**config.mk**
```make
export PLATFORM = sky130hd
export DESIGN_NAME = burst_pulse_width_qualifier_unit
export DESIGN_NICKNAME = d
export VERILOG_FILES = /design/src/rtl/core/bpwq_pkg.sv /design/src/rtl/core/bpwq_csr_regs.sv /design/src/rtl/core/bpwq_tracker.sv /design/src/rtl/core/bpwq_rsp_buffer.sv /design/src/rtl/core/burst_pulse_width_qualifier_unit.sv
export VERILOG_INCLUDE_DIRS = /design/src /design/src/rtl/core
export SDC_FILE = /design/constraint.sdc
export NUM_CORES = 1
export LEC_CHECK = 0
export BUFFER_PORTS_ARGS = -buffer_cell sky130_fd_sc_hd__buf_2
export CORE_UTILIZATION = 25
export CTS_BUF_LIST = sky130_fd_sc_hd__clkbuf_8
export CTS_CLUSTER_DIAMETER = 120
export DETAILED_ROUTE_END_ITERATION = 10
export PLACE_DENSITY = 0.39
export SLEW_MARGIN = 15
export SYNTH_ARGS = -nofsm -noshare
export SYNTH_HDL_FRONTEND = slang
export SYNTH_HIERARCHICAL = 1
export SYNTH_SLANG_ARGS = --single-unit
```
**constraint.sdc**
```tcl
create_clock -name clock -period 6 [get_ports clock]
set_input_delay 0.3 -clock clock [delete_from_list [all_inputs] [get_ports clock]]
set_output_delay 0.3 -clock clock [all_outputs]
set_load 0.01 [all_outputs]
```
**src/rtl/core/burst_pulse_width_qualifier_unit_macros.svh**
```systemverilog
// assertion macros shared by the burst pulse width qualifier rtl
// no dependencies; included by the files that carry assertions
`ifndef BURST_PULSE_WIDTH_QUALIFIER_UNIT_MACROS_SVH
`define BURST_PULSE_WIDTH_QUALIFIER_UNIT_MACROS_SVH

// same-cycle implication, disabled while in reset
`define BPWQ_ASSERT_IMPL(lbl, clk, rst, ante, cons) \
   lbl: assert property (@(posedge clk) disable iff (rst) (ante) |-> (cons)) \
      else $error("bpwq assertion failed");

// next-cycle implication, disabled while in reset
`define BPWQ_ASSERT_NEXT(lbl, clk, rst, ante, cons) \
   lbl: assert property (@(posedge clk) disable iff (rst) (ante) |=> (cons)) \
      else $error("bpwq assertion failed");

`endif

```
**src/rtl/core/bpwq_pkg.sv**
```systemverilog
// types and constants for the burst pulse width qualifier
// no dependencies; used by every module of the block
`default_nettype none

package bpwq_pkg;

   localparam int unsigned TickWidth  = 10;
   localparam int unsigned CountWidth = 4;
   localparam int unsigned CsrIdxWidth = 3;
   localparam int unsigned CsrDataWidth = 10;

   localparam logic [CountWidth-1:0] HitsMax = 4'd15;

   // register indexes
   localparam logic [CsrIdxWidth-1:0] CsrTimeoutTicks = 3'd0;
   localparam logic [CsrIdxWidth-1:0] CsrWidthMin     = 3'd1;
   localparam logic [CsrIdxWidth-1:0] CsrWidthMax     = 3'd2;
   localparam logic [CsrIdxWidth-1:0] CsrWindowLength = 3'd3;
   localparam logic [CsrIdxWidth-1:0] CsrHitThreshold = 3'd4;

   // reset values
   localparam logic [TickWidth-1:0]  RstTimeoutTicks = 10'd300;
   localparam logic [TickWidth-1:0]  RstWidthMin     = 10'd60;
   localparam logic [TickWidth-1:0]  RstWidthMax     = 10'd61;
   localparam logic [CountWidth-1:0] RstWindowLength = 4'd10;
   localparam logic [CountWidth-1:0] RstHitThreshold = 4'd5;

   typedef struct packed {
      logic burst_level;
      logic start_req;
   } req_type;

   typedef struct packed {
      logic [TickWidth-1:0]  pulse_width;
      logic                  width_ok;
      logic [CountWidth-1:0] hit_count;
      logic                  window_done;
      logic                  detected;
   } rsp_type;

   typedef struct packed {
      logic [TickWidth-1:0]  timeout_ticks;
      logic [TickWidth-1:0]  width_min;
      logic [TickWidth-1:0]  width_max;
      logic [CountWidth-1:0] window_length;
      logic [CountWidth-1:0] hit_threshold;
   } cfg_type;

   // result handed from the tracker to the response buffer
   typedef struct packed {
      logic    valid;
      rsp_type data;
   } result_type;

   typedef enum logic [3:0] {
      PH_IDLE      = 4'b0001,
      PH_WAIT_LOW  = 4'b0010,
      PH_WAIT_HIGH = 4'b0100,
      PH_MEASURE   = 4'b1000
   } phase_type;

endpackage

`default_nettype wire

```
**src/rtl/core/bpwq_csr_regs.sv**
```systemverilog
// configuration registers of the burst pulse width qualifier
// depends on bpwq_pkg
`default_nettype none

module bpwq_csr_regs (
   input  wire logic                                 clock,
   input  wire logic                                 reset,
   input  wire logic                                 csr_we,
   input  wire logic [bpwq_pkg::CsrIdxWidth-1:0]     csr_index,
   input  wire logic [bpwq_pkg::CsrDataWidth-1:0]    csr_wdata,
   output bpwq_pkg::cfg_type                         cfg
);

   bpwq_pkg::cfg_type cfg_ff;
   bpwq_pkg::cfg_type cfg_in;

   always_comb begin
      cfg_in = cfg_ff;
      if (csr_we) begin
         unique case (csr_index)
            bpwq_pkg::CsrTimeoutTicks: cfg_in.timeout_ticks = csr_wdata;
            bpwq_pkg::CsrWidthMin:     cfg_in.width_min     = csr_wdata;
            bpwq_pkg::CsrWidthMax:     cfg_in.width_max     = csr_wdata;
            bpwq_pkg::CsrWindowLength:
               cfg_in.window_length = csr_wdata[bpwq_pkg::CountWidth-1:0];
            bpwq_pkg::CsrHitThreshold:
               cfg_in.hit_threshold = csr_wdata[bpwq_pkg::CountWidth-1:0];
            default: ;
         endcase
      end
   end

   always_ff @(posedge clock) begin
      if (reset) begin
         cfg_ff.timeout_ticks <= bpwq_pkg::RstTimeoutTicks;
         cfg_ff.width_min     <= bpwq_pkg::RstWidthMin;
         cfg_ff.width_max     <= bpwq_pkg::RstWidthMax;
         cfg_ff.window_length <= bpwq_pkg::RstWindowLength;
         cfg_ff.hit_threshold <= bpwq_pkg::RstHitThreshold;
      end else begin
         cfg_ff <= cfg_in;
      end
   end

   assign cfg = cfg_ff;

endmodule

`default_nettype wire

```
**src/rtl/core/bpwq_tracker.sv**
```systemverilog
// phase tracker: measures one pulse per measurement and qualifies it
// depends on bpwq_pkg and the block macro header
`default_nettype none
`include "burst_pulse_width_qualifier_unit_macros.svh"

module bpwq_tracker (
   input  wire logic          clock,
   input  wire logic          reset,
   input  wire logic          accept,
   input  wire bpwq_pkg::req_type req,
   input  wire bpwq_pkg::cfg_type cfg,
   output bpwq_pkg::result_type result
);

   localparam int unsigned TW = bpwq_pkg::TickWidth;
   localparam int unsigned CW = bpwq_pkg::CountWidth;

   bpwq_pkg::phase_type phase_ff, phase_in;
   logic [TW-1:0] elapsed_ff, elapsed_in;
   logic [CW-1:0] index_ff, index_in;
   logic [CW-1:0] hits_ff, hits_in;

   logic [TW-1:0] tmo;
   logic [TW:0]   next_ticks;
   logic          next_timeout;
   logic [CW-1:0] win_len;
   logic          fin;
   logic [TW-1:0] fin_width;
   logic          width_ok;
   logic [CW-1:0] hits_new;
   logic [CW-1:0] index_new;
   logic          done;

   // zero timeout and zero window length behave as one
   assign tmo = (cfg.timeout_ticks == '0) ? TW'(1) : cfg.timeout_ticks;
   assign win_len = (cfg.window_length == '0) ? CW'(1) : cfg.window_length;
   assign next_ticks = {1'b0, elapsed_ff} + (TW+1)'(1);
   assign next_timeout = next_ticks >= {1'b0, tmo};

   always_comb begin
      fin = 1'b0;
      fin_width = '0;
      phase_in = phase_ff;
      elapsed_in = elapsed_ff;
      index_in = index_ff;
      hits_in = hits_ff;
      if (accept) begin
         if (req.start_req) begin
            phase_in = bpwq_pkg::PH_WAIT_LOW;
            elapsed_in = '0;
            index_in = '0;
            hits_in = '0;
         end else begin
            unique case (phase_ff)
               bpwq_pkg::PH_IDLE: ;
               bpwq_pkg::PH_WAIT_LOW: begin
                  if (!req.burst_level || next_timeout) begin
                     phase_in = bpwq_pkg::PH_WAIT_HIGH;
                     elapsed_in = '0;
                  end else begin
                     elapsed_in = next_ticks[TW-1:0];
                  end
               end
               bpwq_pkg::PH_WAIT_HIGH: begin
                  if (req.burst_level) begin
                     // the rising tick already counts as high time
                     if (tmo == TW'(1)) begin
                        fin = 1'b1;
                        fin_width = tmo;
                     end else begin
                        phase_in = bpwq_pkg::PH_MEASURE;
                        elapsed_in = TW'(1);
                     end
                  end else if (next_timeout) begin
                     fin = 1'b1;
                     fin_width = '0;
                  end else begin
                     elapsed_in = next_ticks[TW-1:0];
                  end
               end
               bpwq_pkg::PH_MEASURE: begin
                  if (!req.burst_level) begin
                     fin = 1'b1;
                     fin_width = elapsed_ff;
                  end else if (next_timeout) begin
                     fin = 1'b1;
                     fin_width = tmo;
                  end else begin
                     elapsed_in = next_ticks[TW-1:0];
                  end
               end
               default: ;
            endcase
         end
         if (fin) begin
            hits_in = hits_new;
            elapsed_in = '0;
            if (done) begin
               phase_in = bpwq_pkg::PH_IDLE;
               index_in = '0;
            end else begin
               phase_in = bpwq_pkg::PH_WAIT_LOW;
               index_in = index_new;
            end
         end
      end
   end

   assign width_ok = (fin_width >= cfg.width_min) && (fin_width <= cfg.width_max);
   assign hits_new = (width_ok && (hits_ff != bpwq_pkg::HitsMax)) ?
                     hits_ff + CW'(1) : hits_ff;
   assign index_new = index_ff + CW'(1);
   assign done = index_new >= win_len;

   always_comb begin
      result.valid = fin;
      result.data.pulse_width = fin_width;
      result.data.width_ok = width_ok;
      result.data.hit_count = hits_new;
      result.data.window_done = done;
      result.data.detected = done && (hits_new >= cfg.hit_threshold);
   end

   always_ff @(posedge clock) begin
      if (reset) begin
         phase_ff <= bpwq_pkg::PH_IDLE;
         elapsed_ff <= '0;
         index_ff <= '0;
         hits_ff <= '0;
      end else begin
         phase_ff <= phase_in;
         elapsed_ff <= elapsed_in;
         index_ff <= index_in;
         hits_ff <= hits_in;
      end
   end

   // idle always leaves the counters cleared
   `BPWQ_ASSERT_IMPL(a_idle_clear, clock, reset, phase_ff == bpwq_pkg::PH_IDLE,
                     elapsed_ff == '0 && index_ff == '0)
   // a finished window returns the tracker to idle
   `BPWQ_ASSERT_NEXT(a_done_idle, clock, reset, result.valid && result.data.window_done,
                     phase_ff == bpwq_pkg::PH_IDLE)
   // no result comes from a tick that was not taken
   `BPWQ_ASSERT_IMPL(a_result_accept, clock, reset, result.valid, accept && !req.start_req)

endmodule

`default_nettype wire

```
**src/rtl/core/bpwq_rsp_buffer.sv**
```systemverilog
// response output register with a one-entry skid stage
// depends on bpwq_pkg and the block macro header
`default_nettype none
`include "burst_pulse_width_qualifier_unit_macros.svh"

module bpwq_rsp_buffer (
   input  wire logic           clock,
   input  wire logic           reset,
   input  wire bpwq_pkg::result_type result,
   output logic               busy,
   output logic               rsp_valid,
   input  wire logic           rsp_stall,
   output bpwq_pkg::rsp_type  rsp_data
);

   logic out_valid_ff, out_valid_in;
   logic skid_valid_ff, skid_valid_in;
   bpwq_pkg::rsp_type out_ff, out_in;
   bpwq_pkg::rsp_type skid_ff, skid_in;
   logic out_free;

   assign out_free = !out_valid_ff || !rsp_stall;

   always_comb begin
      out_valid_in = out_valid_ff;
      skid_valid_in = skid_valid_ff;
      out_in = out_ff;
      skid_in = skid_ff;
      if (out_free) begin
         // skid drains first; no new item is taken while it is full
         if (skid_valid_ff) begin
            out_in = skid_ff;
            out_valid_in = 1'b1;
            skid_valid_in = 1'b0;
         end else begin
            out_in = result.data;
            out_valid_in = result.valid;
         end
      end else if (result.valid) begin
         skid_in = result.data;
         skid_valid_in = 1'b1;
      end
   end

   always_ff @(posedge clock) begin
      if (reset) begin
         out_valid_ff <= 1'b0;
         skid_valid_ff <= 1'b0;
      end else begin
         out_valid_ff <= out_valid_in;
         skid_valid_ff <= skid_valid_in;
      end
   end

   always_ff @(posedge clock) begin
      out_ff <= out_in;
      skid_ff <= skid_in;
   end

   assign busy = skid_valid_ff;
   assign rsp_valid = out_valid_ff;
   assign rsp_data = out_ff;

   `BPWQ_ASSERT_IMPL(a_skid_behind_out, clock, reset, skid_valid_ff, out_valid_ff)
   `BPWQ_ASSERT_NEXT(a_skid_fill, clock, reset, result.valid && out_valid_ff && rsp_stall,
                     skid_valid_ff)
   `BPWQ_ASSERT_IMPL(a_no_overrun, clock, reset, skid_valid_ff, !result.valid)

endmodule

`default_nettype wire

```
**src/rtl/core/burst_pulse_width_qualifier_unit.sv**
```systemverilog
// Burst pulse width qualifier, top level.
// Input channel (req_): one item per microsecond tick carrying the sampled
// burst line level and a start flag. A start opens a window of
// window_length pulse measurements and gives no result itself.
// Result channel (rsp_): one item per finished measurement with the
// width, its hit flag, the running hit count, and on the last measurement
// of the window window_done and detected.
// Throughput: one tick per clock while req_stall is low; the phase tracker updates all its
// counters in the cycle the tick is taken.
// Output: each result passes through the output register before it is on rsp_.
// Stall: the output register plus a one-entry skid keep taking ticks
// while a result waits; req_stall rises only once the skid holds a result.
// Reset: synchronous; the registers return to their defaults, the tracker
// goes idle with cleared counts and both result stages empty.
// Configuration (csr_): write only while no window is running.
// depends on bpwq_pkg, bpwq_csr_regs, bpwq_tracker, bpwq_rsp_buffer
`default_nettype none

module burst_pulse_width_qualifier_unit (
   input  wire logic                              clock,
   input  wire logic                              reset,
   input  wire logic                              req_valid,
   output logic                                   req_stall,
   input  wire bpwq_pkg::req_type                 req_data,
   output logic                                   rsp_valid,
   input  wire logic                              rsp_stall,
   output bpwq_pkg::rsp_type                      rsp_data,
   input  wire logic                              csr_we,
   input  wire logic [bpwq_pkg::CsrIdxWidth-1:0]  csr_index,
   input  wire logic [bpwq_pkg::CsrDataWidth-1:0] csr_wdata
);

   bpwq_pkg::cfg_type    cfg;
   bpwq_pkg::result_type result;
   logic                 busy;
   logic                 accept;

   assign req_stall = busy;
   assign accept = req_valid && !busy;

   bpwq_csr_regs u_csr (
      .clock     (clock),
      .reset     (reset),
      .csr_we    (csr_we),
      .csr_index (csr_index),
      .csr_wdata (csr_wdata),
      .cfg       (cfg)
   );

   bpwq_tracker u_tracker (
      .clock  (clock),
      .reset  (reset),
      .accept (accept),
      .req    (req_data),
      .cfg    (cfg),
      .result (result)
   );

   bpwq_rsp_buffer u_rsp (
      .clock     (clock),
      .reset     (reset),
      .result    (result),
      .busy      (busy),
      .rsp_valid (rsp_valid),
      .rsp_stall (rsp_stall),
      .rsp_data  (rsp_data)
   );

endmodule

`default_nettype wire
```
==> results.sh, run 1 <==
export IMPL_violations="DRC"
export IMPL_cts_num_sinks=96
export IMPL_fin_cells=899
export IMPL_stdcell_area_um2=6480
export IMPL_die_h_um=152
export IMPL_swShare_pct=26.9
export IMPL_synth_nets=624
export IMPL_placed_area_um2=6230
export IMPL_startpoint="u_tracker/elapsed_ff[0]"
export IMPL_antenna_left=0
export IMPL_pwr_share_seq_pct=57.8
export IMPL_p_sw_uw=316
export IMPL_start_kind="register"
export IMPL_reg2regPathDepth=27
export IMPL_worstHoldPathType="primary input to register"
export IMPL_worstMarginPinSlew_ps=886
export IMPL_vias_per_cell=4.59
export IMPL_combinationalPowerShare_pct=6.4
export IMPL_start_util_pct=25.7
export IMPL_avgSynthCellArea_um2=10.0
export IMPL_drc=4
export IMPL_synth_seq_cells=96
export IMPL_synth_cell_types=76
export IMPL_synth_area_leaders="dfxtp_1 (22%), edfxtp_1 (18%), ha_1 (9.1%)"
export IMPL_synth_seq_area_share_pct=40.1
export IMPL_max_cap_violations=0
export IMPL_r2r_start="u_tracker/elapsed_ff[0]"
export IMPL_pin_count=39
export IMPL_core_area_um2=22000
export IMPL_clk_latency_ps=380
export IMPL_routed_wl_um=14100
export IMPL_grt_max_degree=70
export IMPL_yosys_area_top_type="dfxtp_1"
export IMPL_rrSetupSlack_ps=360
export IMPL_synthToLayoutAreaGrowth_pct=15.0
export IMPL_clockBufferDepth=2
export IMPL_grt_setup_unrepaired="no"
export IMPL_power_density_nw_per_um2=181
export IMPL_outcome="complete, but fails checks"
export IMPL_finalCritPeriodShare_pct=94.0
export IMPL_ir_worst_vdd_v=0.0000792
export IMPL_ctsRootBufferMaster="clkbuf_8"
export IMPL_rr_endpoint="u_rsp/rsp_data[0]"
export IMPL_leakage_uw=0.00284
export IMPL_yosys_warnings=6
export IMPL_cp_end_kind="register"
export IMPL_grtUsageTotal_pct=12.6
export IMPL_clk_pin_slew_ps=100
export IMPL_antenna_found_initial=0
export IMPL_drive_above_1_share_pct=22.9
export IMPL_drv_slew=0
export IMPL_fp_dieArea_um2=23200
export IMPL_cts_made_buffers=9
export IMPL_path_class="register to register"
export IMPL_setup_viol=0
export IMPL_setup_tns_ps=0
export IMPL_yosysMostFrequentCell="dfxtp_1"
export IMPL_relSlewSlack_pct=40.5
export IMPL_p_int_uw=859
export IMPL_detailed_place_hpwl_um=10700
export IMPL_grt_pass1_vias=4274
export IMPL_synth_area_um2=5640
export IMPL_avgRoutedWirePerCell_um=15.7
export IMPL_timing_fmax_mhz=177
export IMPL_syn_inst=563
export IMPL_grt_pass1_wl_um=22900
export IMPL_htreeDepth=3
export IMPL_synth_edf_count=34
export IMPL_synth_top_area_share_pct=22.0
export IMPL_synthArstFlopShare_pct=0
export IMPL_clkPwrFrac_pct=35.7
export IMPL_crit_arrival_ps=5780
export IMPL_cts_tree="built"
export IMPL_crit_fanout=4
export IMPL_drt_first_pass_iters=7
export IMPL_ys_flop_type="dfxtp_1"
export IMPL_cts_hold_buf=0
export IMPL_ys_top_cells_by_count="dfxtp_1 (62), mux2i_1 (51), nor2_1 (50)"
export IMPL_rows=54
export IMPL_whs_ps=188
export IMPL_gp_congestion=0.769
export IMPL_endpoint="u_rsp/rsp_data[0]"
export IMPL_finClkSkew_ps=9.08
export IMPL_num_vias=4128
export IMPL_hold_violations=0
export IMPL_die_w_um=152
export IMPL_finish_net_count=675
export IMPL_port_buffers=38
export IMPL_antenna_cells=0
export IMPL_place_inst=882
export IMPL_grt_overflow=0
export IMPL_crit_required_ps=6140
export IMPL_period_needed_ps=5640
export IMPL_drt_iter0_markers=163
[critical path, cell delays in order, from the launching register on]
cell	delay, ps
dfxtp_2	350
ha_1	150
and3_1	190
nand3_1	120
xnor2_1	150
ha_1	290
and3_1	200
a221o_1	170
a31oi_2	60
o21a_4	230
and2_4	160
buf_4	150
or2_2	300
a211o_1	360
ha_1	290
nor2b_1	40
o21ai_1	140
nand3_1	90
a21oi_1	150
o22a_2	190
and2_2	190
mux2_2	380
ha_1	270
a21o_1	160
a21oi_2	130
nor2b_1	60
o21a_1	170
mux2_2	250
[registers in the layout, summed over array words and instances (netlist names)]
| name | cells |
|---|---|
| u_tracker/phase_ff | 4 |
| u_rsp/rsp_data | 17 |
| u_tracker/index_ff | 4 |
| u_rsp/busy | 1 |
| u_tracker/elapsed_ff | 10 |
| u_tracker/hits_ff | 4 |
| u_rsp/skid_ff | 17 |
| u_rsp/rsp_valid | 1 |
| u_csr/cfg | 38 |
[how the worst min path moves through the flow]
stage / startpoint / end / slack, ps / cells past startpoint
final: csr_wdata[4] / u_csr/cfg[32] / 190 / 3
after global routing: csr_wdata[3] / u_csr/cfg[3] / 170 / 3
after CTS: csr_wdata[4] / u_csr/cfg[32] / 170 / 3
after detailed placement: u_csr/cfg[24] / u_csr/cfg[24] / 470 / 2
after global placement: u_csr/cfg[16] / u_csr/cfg[16] / 460 / 2
after floorplan: reset / u_rsp/rsp_valid / 370 / 1
[kinds of logic after synthesis]
group	Yosys count	share of synthesized area, %
adder cells (fa/ha/maj)	41	9.10
flip-flops	96	40.1
AO/OA/AOI/OAI	88	11.3
multiplexers	69	13.2
AND/OR/NAND/NOR	184	18.1
buffers and inverters	71	5.97
XOR/XNOR	14	2.17
[power groups by stage]
stage          combinational, uW  sequential, uW  clock [uW]
5_1_grt                     82.9             681         466
3_5_place_dp                74.9             695           0
3_3_place_gp                75.0             695           0
4_1_cts                     75.3             680         442
6_report                    75.5             680         420
2_1_floorplan               46.9             693           0
[stage by stage]
stage	utilization [%]	setup slack, ps	power, uW
final	29.5	362	1180
after global routing	29.5	27.3	1230
after CTS	29.2	50.1	1200
after detailed placement	28.4	-95.4	770
after global placement	28.4	167	770
after floorplan	-	93.1	740
[what timing repair did]
item / CTS / global route
pin swaps: 0 / 3
buffers inserted: 0 / 0
gates resized for setup: 3 / 19
setup endpoints to repair: 1 / 2
gates cloned: 0 / 1
[per-layer routing]
metal	up-vias	global-route usage [%]	wire, um
li1	2093	-	-
met1	1964	16.7	7090
met2	61	20.4	6400
met3	10	2.99	479
met4	0	3.40	157
met5	-	0	0
[placed cells by master (no fill, tap or decap), types with 27 or more instances in the layout]
cell type   n
dfxtp_1    59
buf_2      38
mux2i_1    51
buf_4      30
a21oi_1    27
nor2_1     42
ha_1       41
nand2b_1   35
edfxtp_1   34
nand2_1    34
inv_1      43
[area by class of cell]
class                           instances  area [um2]
Sequential cell                        96        2270
Timing Repair Buffer                   68         415
Tap cell                              280         350
Clock inverter                          7        55.1
Fill cell                            2274       15500
Inverter                               42         158
Clock buffer                            9         124
Multi-Input combinational cell        397        3120
(Power assumes the default switching activity.)
==> run 2, diff against run 1 <==
--- a/config.mk
+++ b/config.mk
@@ -6,6 +6,7 @@
 export SDC_FILE = /design/constraint.sdc
 export NUM_CORES = 1
 export LEC_CHECK = 0
+export ABC_AREA = 1
 export BUFFER_PORTS_ARGS = -buffer_cell sky130_fd_sc_hd__buf_2
 export CORE_UTILIZATION = 25
 export CTS_BUF_LIST = sky130_fd_sc_hd__clkbuf_8
==> run 2 against run 1 <==
Compared with the run above:
- the flow now finishes without violations
- global-route usage up 1.7 points
- fmax rose by 3.4%
- sequential share of layout area down 1.2 points
==> results.sh, run 2 <==
export IMPL_crit_top_cell="nand2_1"
export IMPL_power_density_nw_per_um2=197
export IMPL_drive_above_1_share_pct=16.3
export IMPL_place_worst_setup_slack_ps=63.6
export IMPL_port_buffers=38
export IMPL_synth_nets=852
export IMPL_ys_top_cells_by_count="nand2_1 (181), nor2_1 (111), inv_1 (110)"
export IMPL_grt_pass1_vias=4784
export IMPL_cts_tree="built"
export IMPL_crit_arrival_ps=5580
export IMPL_relSlewSlack_pct=46.8
export IMPL_crit_required_ps=6130
export IMPL_synth_area_um2=5940
export IMPL_grt_overflow=0
export IMPL_synth_seq_cells=96
export IMPL_synth_top_area_share_pct=20.9
export IMPL_timing_fmax_mhz=183
export IMPL_cts_made_buffers=9
export IMPL_ctsRootBufferMaster="clkbuf_8"
export IMPL_largest_register_ffs=38
export IMPL_leakage_uw=0.00306
export IMPL_finalCritPeriodShare_pct=90.9
export IMPL_antenna_cells=0
export IMPL_worst_path_max_delay_cell="dfxtp_1"
export IMPL_detailed_place_hpwl_um=12600
export IMPL_yosysMostFrequentCell="nand2_1"
export IMPL_mostFrequentLayoutCells="nand2_1 (181), nor2_1 (111), inv_1 (110)"
export IMPL_num_vias=4968
export IMPL_final_core_util_pct=28.6
export IMPL_grt_pass1_wl_um=26400
export IMPL_cp_end_kind="register"
export IMPL_cts_num_sinks=96
export IMPL_period_needed_ps=5450
export IMPL_grt_max_degree=39
export IMPL_fillers=2632
export IMPL_place_inst=1135
export IMPL_fin_cells=1151
export IMPL_synth_top_family_by_area="simple AND/OR/NAND/NOR gates"
export IMPL_worstHoldPathType="primary input to register"
export IMPL_antenna_left=0
export IMPL_synthMuxAreaShare_pct=0
export IMPL_worst_slack_ps=546
export IMPL_clk_latency_ps=390
export IMPL_finClkSkew_ps=12.8
export IMPL_yosys_warnings=6
export IMPL_fp_dieArea_um2=24400
export IMPL_path_class="register to register"
export IMPL_start_kind="register"
export IMPL_finish_net_count=888
export IMPL_drt_first_pass_iters=5
export IMPL_synth_compound_area_share_pct=10.1
export IMPL_avgRoutedWirePerCell_um=14.4
export IMPL_synth_edf_count=34
export IMPL_setup_viol=0
export IMPL_ir_worst_vdd_v=0.0000784
export IMPL_max_cap_violations=0
export IMPL_setup_tns_ps=0
export IMPL_htreeDepth=3
export IMPL_synthToLayoutAreaGrowth_pct=12.8
export IMPL_core_area_um2=23400
export IMPL_pin_count=39
export IMPL_routed_wl_um=16500
export IMPL_outcome="finished clean"
export IMPL_gp_congestion=0.825
export IMPL_clk_pin_slew_ps=110
export IMPL_synth_xor_area_share_pct=1.77
export IMPL_finalPower_uw=1320
export IMPL_yosys_area_share_simple_pct=30.6
export IMPL_rows=56
export IMPL_drc=0
export IMPL_hold_violations=0
export IMPL_synth_area_leaders="dfxtp_1 (21%), edfxtp_1 (17%), nand2_1 (11%)"
export IMPL_yosys_area_top_type="dfxtp_1"
export IMPL_start_util_pct=25.4
export IMPL_slowest_delay_ps=400
export IMPL_synth_fa_ha_area_share_pct=8.64
export IMPL_drt_iter0_markers=271
export IMPL_antenna_found_initial=0
export IMPL_worstMarginPinSlew_ps=797
export IMPL_synthArstFlopShare_pct=0
export IMPL_clockBufferDepth=2
export IMPL_die_h_um=156
export IMPL_layout_commonest_cell="nand2_1"
export IMPL_vias_per_cell=4.32
export IMPL_synth_cell_types=46
export IMPL_grtUsageTotal_pct=14.3
export IMPL_cts_setup_buffers=0
export IMPL_avgSynthCellArea_um2=7.51
export IMPL_synth_seq_area_share_pct=38.1
export IMPL_die_w_um=156
export IMPL_drv_slew=0
export IMPL_syn_inst=791
export IMPL_crit_fanout=6
export IMPL_ys_flop_type="dfxtp_1"
==> run 2: worst max-delay path: cells and delay by family, from the launching register on <==
kind	cells	cell delay [ps]
DFF	1	400
AOI/OAI and AO/OA	9	1240
adders and majority gates	4	1040
buffers and inverters	6	760
and+or+nand+nor	15	1540
xor gates and xnor gates	1	200
==> run 2: kinds of logic after synthesis <==
group / Yosys count
fa+ha+maj: 41
xor+xnor: 12
flops: 96
compound gates: 91
simple gates: 409
buf+inv: 142
==> run 2: final timing paths <==
kind | start | end | slack [ps] | cells past startpoint
min reg2reg | u_csr/cfg[5] | u_csr/cfg[5] | 470 | 2
max reg2reg | u_tracker/elapsed_ff[1] | u_rsp/rsp_data[0] | 550 | 35
min | csr_wdata[8] | u_csr/cfg[36] | 150 | 3
max | u_tracker/elapsed_ff[1] | u_rsp/rsp_data[0] | 550 | 35
==> run 2: metrics by stage <==
| stage | hold WS, ps | area [um2] |
|---|---|---|
| after floorplan | 413 | 5940 |
| after global placement | 447 | 6420 |
| after detailed placement | 452 | 6420 |
| after CTS | 126 | 6610 |
| after global routing | 154 | 6700 |
| final | 148 | 6700 |
==> run 2: what timing repair did <==
action	CTS	global route
hold buffers	0	0
resized for setup	0	18
setup endpoints to repair	0	2
==> run 2: layout make-up <==
class                      instances  area, um2  share of cell area, %
timing repair buffer              50        280                   4.18
clock buffer                       9        124                   1.85
tap                              319        399                   5.96
multi-input combinational        553       3120                   46.6
clock inverter                     7       70.1                   1.05
inverter                         117        439                   6.56
sequential                        96       2260                   33.8
==> run 2: where the power goes <==
part           switching, uW  internal, uW  total, uW
registers               12.8           685        698
logic                    125          55.9        181
clock network            275           164        438
total                    413           905       1320
==> run 2: routing by layer <==
metal	wire length, um	GRT usage [%]
met5	0	0
met4	228	5.23
met3	413	2.11
met2	7960	24.1
met1	7940	18.5
